**src/dip_pkg.sv**
```systemverilog
// Package with the shared types and constants of the decimal integer parser.
package dip_pkg;

  typedef enum logic [2:0] {
    PH_LEAD  = 3'd0,
    PH_SIGN  = 3'd1,
    PH_DIGIT = 3'd2,
    PH_TRAIL = 3'd3,
    PH_FAIL  = 3'd4
  } phase_e;

  typedef enum logic [1:0] {
    REG_ALLOW_MINUS    = 2'd0,
    REG_POSITIVE_LIMIT = 2'd1,
    REG_NEGATIVE_LIMIT = 2'd2
  } reg_idx_e;

  localparam int unsigned ValW = 64;
  localparam int unsigned AccW = ValW + 4;

  localparam logic [7:0] CH_ZERO  = 8'h30;
  localparam logic [7:0] CH_NINE  = 8'h39;
  localparam logic [7:0] CH_MINUS = 8'h2D;
  localparam logic [7:0] CH_PLUS  = 8'h2B;
  localparam logic [7:0] CH_SPACE = 8'h20;
  localparam logic [7:0] CH_TAB   = 8'h09;
  localparam logic [7:0] CH_CR    = 8'h0D;

  localparam logic [ValW-1:0] POS_LIMIT_RST = 64'h7FFF_FFFF_FFFF_FFFF;
  localparam logic [ValW-1:0] NEG_LIMIT_RST = 64'h8000_0000_0000_0000;

  function automatic logic is_space(input logic [7:0] c);
    return (c == CH_SPACE) || ((c >= CH_TAB) && (c <= CH_CR));
  endfunction

endpackage

```
**src/decimal_integer_parser.sv**
```systemverilog
// Streaming ASCII decimal integer parser with per-sign magnitude limits.
// A byte is registered on acceptance and scanned in the next cycle. The result of an end
// transfer moves from the input register to the output register, held back only while an
// earlier result is still stalled; the times-ten add and limit compare are combinational.
// Throughput: one byte per cycle, except while an end byte waits on a stalled result.
// Reset: scan state cleared, allow_minus = 1, limits at 2^63-1 and 2^63.
module decimal_integer_parser (
  input  logic        clk_i,
  input  logic        rst_ni,
  input  logic        s_axis_tvalid,
  output logic        s_axis_tready,
  input  logic [7:0]  s_axis_tdata,   // [7:0] text_byte
  input  logic        s_axis_tlast,   // end_of_text
  output logic        m_axis_tvalid,
  input  logic        m_axis_tready,
  output logic [63:0] m_axis_tdata,   // [63:0] magnitude
  output logic [1:0]  m_axis_tuser,   // [0] parse_ok, [1] is_negative
  input  logic        cfg_we_i,
  input  logic [1:0]  cfg_idx_i,
  input  logic [63:0] cfg_data_i
);

  localparam int unsigned ValW = dip_pkg::ValW;
  localparam int unsigned AccW = dip_pkg::AccW;

  logic                allow_minus_q;
  logic [ValW-1:0]     pos_limit_q;
  logic [ValW-1:0]     neg_limit_q;

  logic                in_v_q;
  logic [7:0]          in_byte_q;
  logic                in_eot_q;

  dip_pkg::phase_e     phase_q, phase_d;
  logic                minus_q, minus_d;
  logic [ValW-1:0]     acc_q, acc_d;

  logic                out_v_q;
  logic                out_ok_q, out_neg_q;
  logic [ValW-1:0]     out_mag_q;

  logic                advance;
  logic                is_digit;
  logic                is_sp;
  logic [3:0]          digit;
  logic [ValW-1:0]     limit;
  logic [AccW-1:0]     next_val;
  logic                fits;
  logic                res_ok;

  // The registered byte moves on unless it is an end transfer and the result is stalled.
  assign advance       = in_v_q && (!in_eot_q || !out_v_q || m_axis_tready);
  assign s_axis_tready = !in_v_q || advance;

  assign is_digit = (in_byte_q >= dip_pkg::CH_ZERO) && (in_byte_q <= dip_pkg::CH_NINE);
  assign is_sp    = dip_pkg::is_space(in_byte_q);
  assign digit    = 4'(in_byte_q - dip_pkg::CH_ZERO);
  assign limit    = minus_q ? neg_limit_q : pos_limit_q;

  // value*10 + digit as shift-add, compared against the limit at full width.
  assign next_val = {1'b0, acc_q, 3'b000} + {3'b000, acc_q, 1'b0}
                    + {{(AccW - 4){1'b0}}, digit};
  assign fits     = next_val <= {4'b0000, limit};

  assign res_ok = (phase_q == dip_pkg::PH_DIGIT) || (phase_q == dip_pkg::PH_TRAIL);

  always_comb begin
    phase_d = phase_q;
    minus_d = minus_q;
    acc_d   = acc_q;
    if (in_eot_q) begin
      phase_d = dip_pkg::PH_LEAD;
      minus_d = 1'b0;
      acc_d   = '0;
    end else begin
      unique case (phase_q)
        dip_pkg::PH_LEAD: begin
          if (is_sp) begin
            phase_d = dip_pkg::PH_LEAD;
          end else if (in_byte_q == dip_pkg::CH_PLUS) begin
            phase_d = dip_pkg::PH_SIGN;
          end else if ((in_byte_q == dip_pkg::CH_MINUS) && allow_minus_q) begin
            phase_d = dip_pkg::PH_SIGN;
            minus_d = 1'b1;
          end else if (is_digit && fits) begin
            phase_d = dip_pkg::PH_DIGIT;
            acc_d   = next_val[ValW-1:0];
          end else begin
            phase_d = dip_pkg::PH_FAIL;
          end
        end
        dip_pkg::PH_SIGN, dip_pkg::PH_DIGIT: begin
          if (is_digit && fits) begin
            phase_d = dip_pkg::PH_DIGIT;
            acc_d   = next_val[ValW-1:0];
          end else if (!is_digit && (phase_q == dip_pkg::PH_DIGIT) && is_sp) begin
            phase_d = dip_pkg::PH_TRAIL;
          end else begin
            phase_d = dip_pkg::PH_FAIL;
          end
        end
        dip_pkg::PH_TRAIL: begin
          if (!is_sp) begin
            phase_d = dip_pkg::PH_FAIL;
          end
        end
        default: begin
          phase_d = dip_pkg::PH_FAIL;
        end
      endcase
    end
  end

  always_ff @(posedge clk_i or negedge rst_ni) begin
    if (!rst_ni) begin
      allow_minus_q <= 1'b1;
      pos_limit_q   <= dip_pkg::POS_LIMIT_RST;
      neg_limit_q   <= dip_pkg::NEG_LIMIT_RST;
    end else if (cfg_we_i) begin
      unique case (cfg_idx_i)
        dip_pkg::REG_ALLOW_MINUS:    allow_minus_q <= cfg_data_i[0];
        dip_pkg::REG_POSITIVE_LIMIT: pos_limit_q   <= cfg_data_i;
        dip_pkg::REG_NEGATIVE_LIMIT: neg_limit_q   <= cfg_data_i;
        default: begin
        end
      endcase
    end
  end

  always_ff @(posedge clk_i or negedge rst_ni) begin
    if (!rst_ni) begin
      in_v_q  <= 1'b0;
      phase_q <= dip_pkg::PH_LEAD;
      minus_q <= 1'b0;
      acc_q   <= '0;
      out_v_q <= 1'b0;
    end else begin
      if (s_axis_tready) begin
        in_v_q <= s_axis_tvalid;
      end
      if (advance) begin
        phase_q <= phase_d;
        minus_q <= minus_d;
        acc_q   <= acc_d;
      end
      if (advance && in_eot_q) begin
        out_v_q <= 1'b1;
      end else if (m_axis_tready) begin
        out_v_q <= 1'b0;
      end
    end
  end

  always_ff @(posedge clk_i) begin
    if (s_axis_tready && s_axis_tvalid) begin
      in_byte_q <= s_axis_tdata;
      in_eot_q  <= s_axis_tlast;
    end
    if (advance && in_eot_q) begin
      out_ok_q  <= res_ok;
      out_neg_q <= res_ok && minus_q && (acc_q != '0);
      out_mag_q <= res_ok ? acc_q : '0;
    end
  end

  assign m_axis_tvalid = out_v_q;
  assign m_axis_tdata  = out_mag_q;
  assign m_axis_tuser  = {out_neg_q, out_ok_q};

`ifndef SYNTH
  a_minus_after_sign: assert property (@(posedge clk_i) disable iff (!rst_ni)
    minus_q |-> (phase_q != dip_pkg::PH_LEAD))
    else $error("minus flag set while still in leading whitespace");

  a_lead_acc_zero: assert property (@(posedge clk_i) disable iff (!rst_ni)
    (phase_q == dip_pkg::PH_LEAD) |-> (acc_q == '0))
    else $error("accumulator nonzero before any digit");

  a_neg_result: assert property (@(posedge clk_i) disable iff (!rst_ni)
    (out_v_q && out_neg_q) |-> (out_ok_q && (out_mag_q != '0)))
    else $error("negative result without a valid nonzero magnitude");

  a_result_from_end: assert property (@(posedge clk_i) disable iff (!rst_ni)
    $rose(out_v_q) |-> $past(in_v_q && in_eot_q))
    else $error("result raised without an end transfer");
`endif

endmodule

```
**config.mk**
```make
export PLATFORM = sky130hd
export DESIGN_NAME = decimal_integer_parser
export DESIGN_NICKNAME = d
export VERILOG_FILES = /design/src/dip_pkg.sv /design/src/decimal_integer_parser.sv
export SDC_FILE = /design/constraint.sdc
export NUM_CORES = 1
export LEC_CHECK = 0
export ABC_CLOCK_PERIOD_IN_PS = 11500
export BUFFER_PORTS_ARGS = -buffer_cell sky130_fd_sc_hd__buf_2
export CORE_ASPECT_RATIO = 1.4
export CORE_MARGIN = 2
export CORE_UTILIZATION = 28
export CTS_BUF_LIST = sky130_fd_sc_hd__clkbuf_2 sky130_fd_sc_hd__clkbuf_4 sky130_fd_sc_hd__clkbuf_8
export DETAILED_ROUTE_END_ITERATION = 12
export REMOVE_ABC_BUFFERS = 1
export SLEW_MARGIN = 10
export SYNTH_ARGS = -nofsm -noshare
export SYNTH_HDL_FRONTEND = slang
export SYNTH_SLANG_ARGS = --single-unit
```
**constraint.sdc**
```tcl
create_clock -name clk_i -period 11.5 [get_ports clk_i]
set_input_delay 1.15 -clock clk_i [delete_from_list [all_inputs] [get_ports clk_i]]
set_output_delay 1.15 -clock clk_i [all_outputs]
set_load 0.01 [all_outputs]
```
# Word-level counts from Yosys, hierarchy flattened
# Index checks and enable logic that the tools add are counted.
# Widths: inputs -> output; s select.
totals:
  output_inout_bits: 68
  latchBits: 0
  mem_bits_ro: 0
  ram_bits: 0
  reg_bits: 274
  input_bits: 80
  memories: 0
classes:
  multipliers: 0
  n_div: 0
  reduce_logical: 34
  n_eq_ne: 14
  add_sub_neg: 3
  magnitude_cmp: 5
  bitwise_logic: 0
  n_mux: 23
  n_shift: 0
op_table:
  columns: ["operator", "count"]
  rows:
  - ["$mux 64", 6]
  - ["$pmux 64 s2", 1]
  - ["$add 67x65->68", 1]
  - ["$add 68x4->68", 1]
  - ["$le 68x64->1", 1]
  - ["$reduce_bool 64->1", 1]
  - ["$eq 8x6->1 const B", 3]
  - ["$mux 3", 8]
  - ["$ne 3x3->1 const B", 4]
  - ["$logic_and 1x1->1", 11]
  - ["$reduce_and 5->1", 2]
  - ["$pmux 3 s3", 1]
  - ["$ge 8x4->1 const B", 1]
  - ["$ge 8x6->1 const B", 1]
  - ["$le 8x4->1 const B", 1]
  - ["$le 8x6->1 const B", 1]
  - ["$reduce_and 2->1", 4]
  - ["$mux 1", 7]
  - ["$eq 3x2->1 const B", 2]
  - ["$reduce_bool 2->1", 3]
  - ["$logic_or 1x1->1", 5]
  - ["$logic_not 1->1", 4]
  - ["$ne 2x2->1 const B", 2]
  - ["$sub 4x1->4 const B", 1]
  - ["other kinds (7)", 7]

# Logic depth before layout (Yosys ltp)
# Gate-level depths: netlist of run 1.
logic_depth:
  ltp_word: 10
  depth_mapped: 28
  depth_no_buf: 26

# Worst setup path before layout of run 1
# No wires, ideal clock.
synth_timing:
  path_type: "register -> register"
  startpoint: "register acc_q[0]"
  endpoint: "register acc_q[29]"
  slack_ps: 5193
  n_path_buf: 1
  setup_ps: 126
  t_arrival_ps: 6181
  period_less_slack_ps: 6307
  stages_incl_launch_ff: 25
  path_cell_list: "dfrtp_1 -> fa_1 -> ha_1 -> a21oi_1 -> o211ai_1 -> nand3_1 -> o31ai_1 -> a21oi_1 -> o31ai_1 -> a21oi_1 -> o21bai_1 -> a21boi_0 -> xnor2_1 -> ha_1 -> nand4_1 -> nor4_2 -> nand2_1 -> or3_1 -> or4_1 -> a221oi_1 -> nand2_1 -> nor4_4 -> buf_4 -> nor3b_1 -> a311o_1"
synth_between:
  elab_chain_cells: 10
synth_lines:
  columns: ["element", "line_no", "source"]
  rows:
  - ["start: declaration", "decimal_integer_parser.sv:36", "logic [ValW-1:0] acc_q, acc_d;"]
  - ["start signal: assignment", "decimal_integer_parser.sv:135", "acc_q <= '0;"]
  - ["start signal: assignment", "decimal_integer_parser.sv:144", "acc_q <= acc_d;"]
  - ["$add 67x65->68 *", "decimal_integer_parser.sv:61", "assign next_val = {1'b0, acc_q, 3'b000} + {3'b000, acc_q, 1'b0}"]
  - ["$add 68x4->68 *", "decimal_integer_parser.sv:62", "+ {{(AccW - 4){1'b0}}, digit};"]
  - ["$le 68x64->1", "decimal_integer_parser.sv:63", "assign fits = next_val <= {4'b0000, limit};"]
  - ["$logic_and 1x1->1", "decimal_integer_parser.sv:85, decimal_integer_parser.sv:93", null]
  - ["$mux 64 *", "decimal_integer_parser.sv:85, decimal_integer_parser.sv:93", null]
  - ["$mux 64", "decimal_integer_parser.sv:82", "end else if ((in_byte_q == dip_pkg::CH_MINUS) && allow_minus_q) begin"]
  - ["$mux 64", "decimal_integer_parser.sv:80", "end else if (in_byte_q == dip_pkg::CH_PLUS) begin"]
  - ["$mux 64", "decimal_integer_parser.sv:78", "if (is_sp) begin"]
  - ["$pmux 64 s2 *", "decimal_integer_parser.sv:76", "unique case (phase_q)"]
  - ["$mux 64 *", "decimal_integer_parser.sv:71", "if (in_eot_q) begin"]
# Every way passes the cells marked *; elsewhere a longest branch is shown, timed or not. The select of a mux whose other input is x is not followed.
# A chain may end at the register's enable or synchronous reset.

# Worst setup path in the final report of run 1
layout_timing:
  startpoint: "register in_byte_q[3]"
  endpoint: "register acc_q[3]"
layout_between:
  elab_chain_cells: 10
layout_lines:
  columns: ["element", "line_no", "source"]
  rows:
  - ["start: declaration", "decimal_integer_parser.sv:31", "logic [7:0] in_byte_q;"]
  - ["start signal: assignment", "decimal_integer_parser.sv:156", "in_byte_q <= s_axis_tdata;"]
  - ["$sub 4x1->4", "decimal_integer_parser.sv:57", "assign digit = 4'(in_byte_q - dip_pkg::CH_ZERO);"]
  - ["$add 68x4->68", "decimal_integer_parser.sv:62", null]
  - ["$le 68x64->1", "decimal_integer_parser.sv:63", null]
  - ["$logic_and 1x1->1", "decimal_integer_parser.sv:85, decimal_integer_parser.sv:93", null]
  - ["$mux 64", "decimal_integer_parser.sv:85, decimal_integer_parser.sv:93", null]
  - ["$mux 64", "decimal_integer_parser.sv:82", null]
  - ["$mux 64", "decimal_integer_parser.sv:80", null]
  - ["$mux 64", "decimal_integer_parser.sv:78", null]
  - ["$pmux 64 s2", "decimal_integer_parser.sv:76", null]
  - ["$mux 64", "decimal_integer_parser.sv:71", null]
# Parallel ways exist; a longest one is shown, timed or not. The select of a mux whose other input is x is not followed.

==> results of run 1 <==
area by class of cell:
type / count / area [um2]
inverter: 24 / 90.1
fill: 6660 / 43500
clock inverter: 16 / 115
timing repair buffer: 161 / 850
antenna: 4 / 10.0
clock buffer: 66 / 796
tap: 840 / 1050
sequential: 274 / 7320
multi-input combinational: 1349 / 10300
per-layer routing:
metal / share of wire, % / vias to the layer above / routed length (um) / GRT usage [%]
li1: - / 6689 / - / -
met1: 41 / 6966 / 22400 / 19.3
met2: 51 / 340 / 27600 / 29.2
met3: 4.1 / 94 / 2190 / 2.21
met4: 3.3 / 2 / 1780 / 5.65
met5: 0.024 / - / 13 / 0
power by group:
part	leakage, nW	switching, W	internal [W]	total [W]
combinational	5.50	0.00114	0.000762	0.00190
sequential	3.10	0.000214	0.00121	0.00142
clock	0.477	0.000416	0.000468	0.000884
total	9.08	0.00177	0.00244	0.00421
Yosys cell counts, types with 4 or more instances:
master	n
a2111oi_0	4
a211o_1	10
a211oi_1	10
a21boi_0	4
a21o_1	35
a21oi_1	106
a221oi_1	6
a31oi_1	10
and2_1	70
and3_1	16
and4_1	6
buf_1	6
buf_2	8
buf_4	6
clkbuf_1	70
dfrtp_1	134
dfstp_2	65
edfxtp_1	75
ha_1	191
inv_1	24
mux2_2	130
mux2i_1	65
nand2_1	148
nand2b_1	15
nand3_1	115
nand3b_1	4
nand4_1	36
nor2_1	58
nor2b_1	7
nor3_1	18
nor3b_1	11
nor4_1	22
o211ai_1	7
o21a_1	5
o21ai_0	60
o21bai_1	17
or3_1	5
or3b_2	50
xnor2_1	34
xor2_1	26
state kept, by name (all words and copies together) (netlist names):
register / flops
out_neg_q: 1
acc_q: 64
allow_minus_q: 1
m_axis_tvalid: 1
out_ok_q: 1
pos_limit_q: 64
in_v_q: 1
neg_limit_q: 64
phase_q: 3
m_axis_tdata: 64
minus_q: 1
in_eot_q: 1
in_byte_q: 8
kinds of logic (layout without fill, tap and decap cells):
kind of cell / after synthesis / after routing
compound gates: 309 / 309
xor+xnor: 60 / 60
fa+ha+maj: 193 / 193
buf+inv: 115 / 267
flops: 274 / 274
mux: 195 / 195
other cells: 0 / 4
simple gates: 592 / 592
through the flow:
| step | instance area, um2 | instances | total power [W] |
|---|---|---|---|
| 6_report | 20500 | 2734 | 0.00421 |
| 5_1_grt | 20500 | 2732 | 0.00454 |
| 4_1_cts | 20500 | 2730 | 0.00424 |
| 3_5_place_dp | 19600 | 2648 | 0.00333 |
| 3_3_place_gp | 19600 | 2648 | 0.00328 |
| 2_1_floorplan | 17700 | 1647 | 0.00271 |
worst reg2reg max path: stages (launching register included):
cell	delay [ns]
edfxtp_1	0.49
fa_1	0.49
ha_1	0.29
a21oi_1	0.08
o211ai_1	0.33
nand3_1	0.16
o31ai_1	0.56
a21oi_1	0.30
o31ai_1	0.26
buf_4	0.20
a21oi_1	0.21
o21bai_1	0.33
a21boi_0	0.16
xnor2_1	0.19
ha_1	0.34
nand4_1	0.20
nor4_2	0.35
nand2_1	0.18
or3_1	0.40
or4_1	0.47
a221oi_1	0.30
nand2_1	0.15
nor4_4	0.17
buf_4	0.82
nor4b_2	0.38
a211o_1	0.13
path summary, 6_finish.rpt:
| path | start | endpoint | slack [ns] |
|---|---|---|---|
| setup / recovery | in_byte_q[3] | acc_q[3] | 3.51 |
| hold / removal | neg_limit_q[0] | neg_limit_q[0] | 0.50 |
| setup reg to reg | in_byte_q[3] | acc_q[3] | 3.51 |
| hold reg to reg | neg_limit_q[0] | neg_limit_q[0] | 0.50 |
| max in group asynchronous | rst_ni | minus_q | 9.58 |
| min in group asynchronous | rst_ni | neg_limit_q[49] | 0.57 |
layout by cell type (no fill, tap or decap), types with 5 or more instances in the layout:
master and instances:
a211o_1 10, a211oi_1 10, a21o_1 35, a21oi_1 106, a221oi_1 6, a31oi_1 10
and2_1 70, and3_1 15, and4_1 6, buf_2 146, buf_4 14, clkbuf_4 18
clkbuf_8 49, clkinv_2 8, clkinvlp_4 5, dfrtp_1 133, dfstp_2 65, edfxtp_1 75
ha_1 191, inv_1 24, mux2_2 130, mux2i_1 65, nand2_1 147, nand2b_1 15
nand3_1 115, nand4_1 36, nor2_1 57, nor2b_1 6, nor3_1 18, nor3b_1 11
nor4_1 22, o211ai_1 7, o21a_1 5, o21ai_0 60, o21bai_1 17, or3_1 5
or3b_2 50, xnor2_1 34, xor2_1 26
==> metrics.csv, run 1 <==
metric,value,unit
cts_hold_buf,0,
dr_total_vias,14100,
insertion_delay,0.61,ns
crit_cells,25,
crit_arrival,8.52,ns
viasPerCell,5.15,
grt_antenna_before_repair,5,
drv_slew,0,
clk_pin_slew_worst_paths,0.07,ns
fin_crit,7.99,ns
grt_overflow,0,
synth-simple-area-share,17.9,%
postLayoutCoreUtil,32.1,%
portBuffers,147,
syn_area,18000,um2
place_ws,3.59,ns
synthXorXnorAreaFrac,2.91,%
grt_pass1_vias,14700,
worstMarginPinSlew,1.07,ns
grt_usage,16.1,%
finalWorstSetupSlack,3.51,ns
post-cts-setup-buffer-count,0,
hold_viol_final,0,
min_path_cells,1,
synth-compound-area-share,10.9,%
end_kind,register,
cp_slowest_stage_delay,0.82,ns
yosysSeqAreaShare,40.5,%
cts_max_level,2,
grt_first_pass_wirelength,84600,um
muxShareOfSynthArea,11.7,%
cp_max_fo,106,
core_area,64000,um2
yosysUniqueCellTypes,68,
path_common_cell,a21oi_1,
synth_top_family_by_area,simple AND/OR/NAND/NOR gates,
synth_adder_area_share,13.5,%
status,completed,
crit_family,compound AO/OA/AOI/OAI gates,
slew_headroom,28.8,%
wl_per_cell,19.7,um
ys_seq_elements,274,
p_leak,9.08,nW
cap_violations,0,
setup_tns,0,ns
routed_wl,53900,um
dp_hpwl,40300,um
die_area,66500,um2
max_freq,0.125,GHz
firstDrtPassIters,5,
cp_data_required_time,12.03,ns
io_pins,148,
fin_hold_ws,0.502,ns
die_w,219,um
start_util,28.2,%
grt_start_max_net_pins,107,
gp_congestion,0.908,
postSynth.asyncResetShare,72.6,%
synth_area_leaders,"dfrtp_1, ha_1, edfxtp_1",
die_h,304,um
worst_setup_path_start_kind,register,
synth-edff-count,75,
clock_skew,0.0314,ns
drt_iter0_drc,766,
syn_to_final_growth,13.7,%
hp-class,register to register,
finalSetupViolCount,0,
drcViolationCount,0,
drive_above_1_share,26.6,%
critical_path_class,register to register,
worst-r2r-cell-count,25,
postSynthCellCount,1738,
synth_top_area_cell,dfrtp_1,
cp_num_buf_inv,2,
clkSinkCount,274,
drtAntennaViolNets,0,
cpMaxStageDelayCell,buf_4,
powerDensity,205,nW/um2
numCtsBuffers,44,
synth_area_per_cell,10.4,um2
num_rows,110,
synth_top_area_share,18.6,%
ys_warn_count,0,
clockRootBuffer,clkbuf_8,
max-vdd-ir-drop,0.0837,mV
nets,2127,
post_cts_resized,0,
finalCritPeriodShare,69.5,%
synth-main-ff-cell,dfrtp_1,
rsz0062_at_grt,no,
cts_tree,built,
clockBufferDepth,3,
Power figures use the tool's default switching activity.
==> run 2, diff against run 1 <==
--- a/config.mk
+++ b/config.mk
@@ -5,7 +5,7 @@
 export SDC_FILE = /design/constraint.sdc
 export NUM_CORES = 1
 export LEC_CHECK = 0
-export ABC_CLOCK_PERIOD_IN_PS = 11500
+export ABC_CLOCK_PERIOD_IN_PS = 7500
 export BUFFER_PORTS_ARGS = -buffer_cell sky130_fd_sc_hd__buf_2
 export CORE_ASPECT_RATIO = 1.4
 export CORE_MARGIN = 2
==> constraint.sdc (replaced) <==
create_clock -name clk_i -period 7.5 [get_ports clk_i]
set_input_delay 0.75 -clock clk_i [delete_from_list [all_inputs] [get_ports clk_i]]
set_output_delay 0.75 -clock clk_i [all_outputs]
set_load 0.01 [all_outputs]
==> run 2 against run 1 <==
Net effect:
- critical path depth is the same
- wire length grew 1.4%
- core utilization grew 0.42 points
- critical path type unchanged
- highest routed layer is now met4
==> metrics.csv, run 2 (same netlist as run 1, synthesis figures left out) <==
metric,value,unit
layout.cells.most_common,ha_1,
drt_iter0_drc,570,
insertion_delay,0.62,ns
grt_first_pass_wirelength,85200,um
crit_arrival,7.62,ns
drive_above_1_share,27.2,%
fin_hold_ws,0.0969,ns
routed_wl,54700,um
numCtsBuffers,46,
portBuffers,147,
max_freq,0.140,GHz
drcViolationCount,0,
powerDensity,315,nW/um2
finalCritPeriodShare,95.0,%
power,0.00656,W
clock_skew,0.0357,ns
max-vdd-ir-drop,0.110,mV
firstDrtPassIters,5,
grt_usage,16.4,%
grt_overflow,0,
slew_headroom,28.9,%
place_ws,0.258,ns
clockBufferDepth,3,
die_area,66500,um2
io_pins,148,
cts_tree,built,
grt_start_max_net_pins,82,
hold_viol_final,0,
critical_path_class,register to register,
syn_to_final_growth,15.2,%
grt_pass1_vias,14800,
cp_data_required_time,8.00,ns
viasPerCell,5.13,
cpMaxStageDelayCell,fa_1,
end_kind,register,
cts_hold_buf,0,
worst_setup_path_start_kind,register,
clkSinkCount,274,
die_h,304,um
start_util,28.2,%
drtAntennaViolNets,0,
die_w,219,um
hp-class,input port to async pin,
worstMarginPinSlew,1.07,ns
cp_slowest_stage_delay,0.60,ns
final_cell_area,20800,um2
gp_congestion,0.912,
finalSetupViolCount,0,
clk_pin_slew_worst_paths,0.08,ns
post-cts-setup-buffer-count,0,
post_cts_resized,0,
rsz0062_at_grt,no,
status,completed,
finalWorstSetupSlack,0.377,ns
cts_max_level,2,
cap_violations,0,
place_area,19800,um2
wl_per_cell,19.8,um
clockRootBuffer,clkbuf_8,
grt_antenna_before_repair,2,
core_area,64000,um2
p_leak,9.26,nW
nets,2150,
cp_max_fo,36,
mostFrequentLayoutCells,"ha_1, nand2_1, buf_2",
worst-r2r-cell-count,25,
dp_hpwl,41400,um
fin_crit,7.12,ns
num_rows,110,
dr_total_vias,14100,
drv_slew,0,
-- run 2: final cells by class --
class | instances | area [um2]
Inverter | 24 | 90.1
Timing Repair Buffer | 182 | 1040
Antenna cell | 3 | 7.51
Clock inverter | 25 | 224
Tap cell | 840 | 1050
Clock buffer | 60 | 757
Multi-Input combinational cell | 1349 | 10300
Fill cell | 6584 | 43200
Sequential cell | 274 | 7320
-- run 2: path summary, 6_finish.rpt --
| path | startpoint | endpoint | slack, ns |
|---|---|---|---|
| setup / recovery | acc_q[0] | acc_q[49] | 0.38 |
| hold / removal | rst_ni | neg_limit_q[55] | 0.1 |
| setup reg to reg | acc_q[0] | acc_q[49] | 0.38 |
| hold reg to reg | neg_limit_q[60] | neg_limit_q[60] | 0.50 |
| max in group asynchronous | rst_ni | neg_limit_q[12] | 5.95 |
| min in group clk_i | s_axis_tdata[1] | in_byte_q[1] | 0.31 |
-- run 2: power by group --
group          internal, W  total, W  switching [W]
sequential         0.00185   0.00217       0.000321
clock             0.000802   0.00145       0.000647
combinational      0.00117   0.00293        0.00176
-- run 2: through the flow --
stage / TNS [ns] / util [%] / cells
after floorplan: -55.80 / - / 1647
after global placement: 0 / 30.9 / 2669
after detailed placement: 0 / 30.9 / 2669
after CTS: 0 / 32.4 / 2754
after global routing: 0 / 32.5 / 2755
final: 0 / 32.5 / 2757
-- run 2: routing by layer --
metal,global-route usage [%],part of all wire [%]
met2,29.0,50
met5,0,0
met3,2.48,3.8
met4,7.42,4.4
met1,19.4,42
-- run 2: worst max-delay path, delay by kind of cell, from the launching register on --
| kind | cells | cell delay [ns] |
|---|---|---|
| buf+inv | 3 | 0.60 |
| xor+xnor | 1 | 0.15 |
| fa+ha+maj | 3 | 1.37 |
| compound gates | 9 | 2.13 |
| flops | 1 | 0.49 |
| simple gates | 9 | 2.24 |
==> run 3, diff against run 2 <==
--- a/config.mk
+++ b/config.mk
@@ -12,6 +12,7 @@
 export CORE_UTILIZATION = 28
 export CTS_BUF_LIST = sky130_fd_sc_hd__clkbuf_2 sky130_fd_sc_hd__clkbuf_4 sky130_fd_sc_hd__clkbuf_8
 export DETAILED_ROUTE_END_ITERATION = 12
+export PLACE_DENSITY = 0.53
 export REMOVE_ABC_BUFFERS = 1
 export SLEW_MARGIN = 10
 export SYNTH_ARGS = -nofsm -noshare
==> run 3 against run 2 <==
Net effect:
- first-iteration DRC count up 11%
- cell count about the same
- via count down 0.47%
- wire length hardly changed
- combinational power about the same
- flip-flop and latch count unchanged
==> metrics.csv, run 3 (same netlist as run 1, synthesis figures left out) <==
metric,value,unit
status,completed,
setup_tns,0,ns
mostFrequentLayoutCells,"ha_1, nand2_1, buf_2",
portBuffers,147,
p_leak,9.30,nW
start_util,28.2,%
nets,2152,
wl_per_cell,19.8,um
fin_crit,7.11,ns
num_rows,110,
die_area,66500,um2
postLayoutCoreUtil,32.6,%
clkSinkCount,274,
grt_start_max_net_pins,76,
p_seq_share,33.1,%
core_area,64000,um2
die_w,219,um
finalCritPeriodShare,94.8,%
firstDrtPassIters,6,
cp_data_required_time,7.98,ns
crit_family,simple AND/OR/NAND/NOR gates,
grt_first_pass_wirelength,84600,um
switching_share,41.3,%
cp_slowest_stage_delay,0.60,ns
hp-class,input port to async pin,
clockBufferDepth,3,
combPwrFrac,44.4,%
worst_setup_path_start_kind,register,
grt_antenna_before_repair,4,
drive_above_1_share,27.8,%
cap_violations,0,
p_switching,0.00273,W
drcViolationCount,0,
hold_viol_final,0,
end_kind,register,
grt_usage,16.3,%
cpMaxStageDelayCell,fa_1,
clk_pin_slew_worst_paths,0.07,ns
critical_path_class,register to register,
layout.cells.most_common,ha_1,
dr_total_vias,14100,
syn_to_final_growth,15.6,%
numCtsBuffers,46,
final_cell_area,20900,um2
place_ws,0.294,ns
slew_headroom,33.6,%
worstMarginPinSlew,0.986,ns
grt_overflow,0,
insertion_delay,0.62,ns
cts_tree,built,
cp_max_fo,27,
clockRootBuffer,clkbuf_8,
die_h,304,um
drtAntennaViolNets,0,
routed_wl,54700,um
finalSetupViolCount,0,
cts_max_level,2,
io_pins,148,
drv_slew,0,
rsz0062_at_grt,no,
max-vdd-ir-drop,0.114,mV
gp_congestion,0.918,
drt_iter0_drc,630,
cp_num_buf_inv,3,
grt_pass1_vias,14400,
clock_skew,0.0253,ns
dp_hpwl,41200,um
p_int,0.00388,W
viasPerCell,5.11,
max_freq,0.141,GHz
finalWorstSetupSlack,0.392,ns
crit_arrival,7.59,ns
powerDensity,317,nW/um2
place_area,19800,um2
clkPwrFrac,22.6,%
[run 3: final cells by class]
class	instances	area [um2]
Multi-Input combinational cell	1349	10300
Timing Repair Buffer	184	1060
Fill cell	6639	43100
Antenna cell	3	7.51
Inverter	24	90.1
Sequential cell	274	7320
Clock buffer	74	887
Tap cell	840	1050
Clock inverter	10	133
[run 3: power groups by stage]
stage	Sequential [W]	Clock, W	Combinational (W)
global route	0.00223	0.00161	0.00329
CTS	0.00219	0.00154	0.00294
finish	0.00218	0.00149	0.00293
detailed placement	0.00222	0	0.00292
floorplan	0.00208	0	0.00208
global placement	0.00220	0	0.00286
[run 3: path summary, 6_finish.rpt]
kind / start / to / slack (ns) / cells past startpoint
setup / recovery: acc_q[0] / acc_q[27] / 0.39 / 25
hold / removal: rst_ni / neg_limit_q[10] / 0.17 / 1
setup reg to reg: acc_q[0] / acc_q[27] / 0.39 / 25
hold reg to reg: neg_limit_q[2] / neg_limit_q[2] / 0.50 / 1
max in group asynchronous: rst_ni / minus_q / 5.90 / 2
min in group clk_i: s_axis_tlast / in_eot_q / 0.32 / 1
[run 3: per-stage QoR]
stage,hold slack (ns),cells,power (W)
4_1_cts,0.150,2752,0.00668
3_3_place_gp,0.482,2668,0.00506
5_1_grt,0.184,2757,0.00713
3_5_place_dp,0.494,2668,0.00514
2_1_floorplan,0.454,1647,0.00416
6_report,0.166,2758,0.00661
[run 3: metal layers]
layer	GRT usage, %	share of wire [%]
met1	20.0	42
met2	28.7	50
met3	2.23	4.1
met4	5.74	3.2
met5	0	0.029
[run 3: what timing repair did]
action                                  in CTS  in global routing
buffers inserted                             0                  3
gates resized for setup                      0                  5
hold buffers                                 0                  0
endpoints found under the setup margin       0                 64
[run 3: worst register-to-register path, stage by stage, from the launching register on]
cell and delay (ns):
dfrtp_1 0.48, fa_1 0.60, inv_1 0.07, fa_1 0.45
nand2b_1 0.18, a21oi_1 0.21, o2111ai_2 0.26, o311ai_4 0.40
a2111oi_2 0.16, o21ai_2 0.28, a21oi_1 0.16, o21ai_0 0.24
xnor2_1 0.14, ha_1 0.32, nand4_1 0.16, nor4_2 0.34
nand2_1 0.19, or3_1 0.42, or4_1 0.49, a221oi_1 0.32
nand2_1 0.15, nor4_4 0.31, buf_12 0.25, buf_4 0.21
or3b_2 0.13, nand3_1 0.08
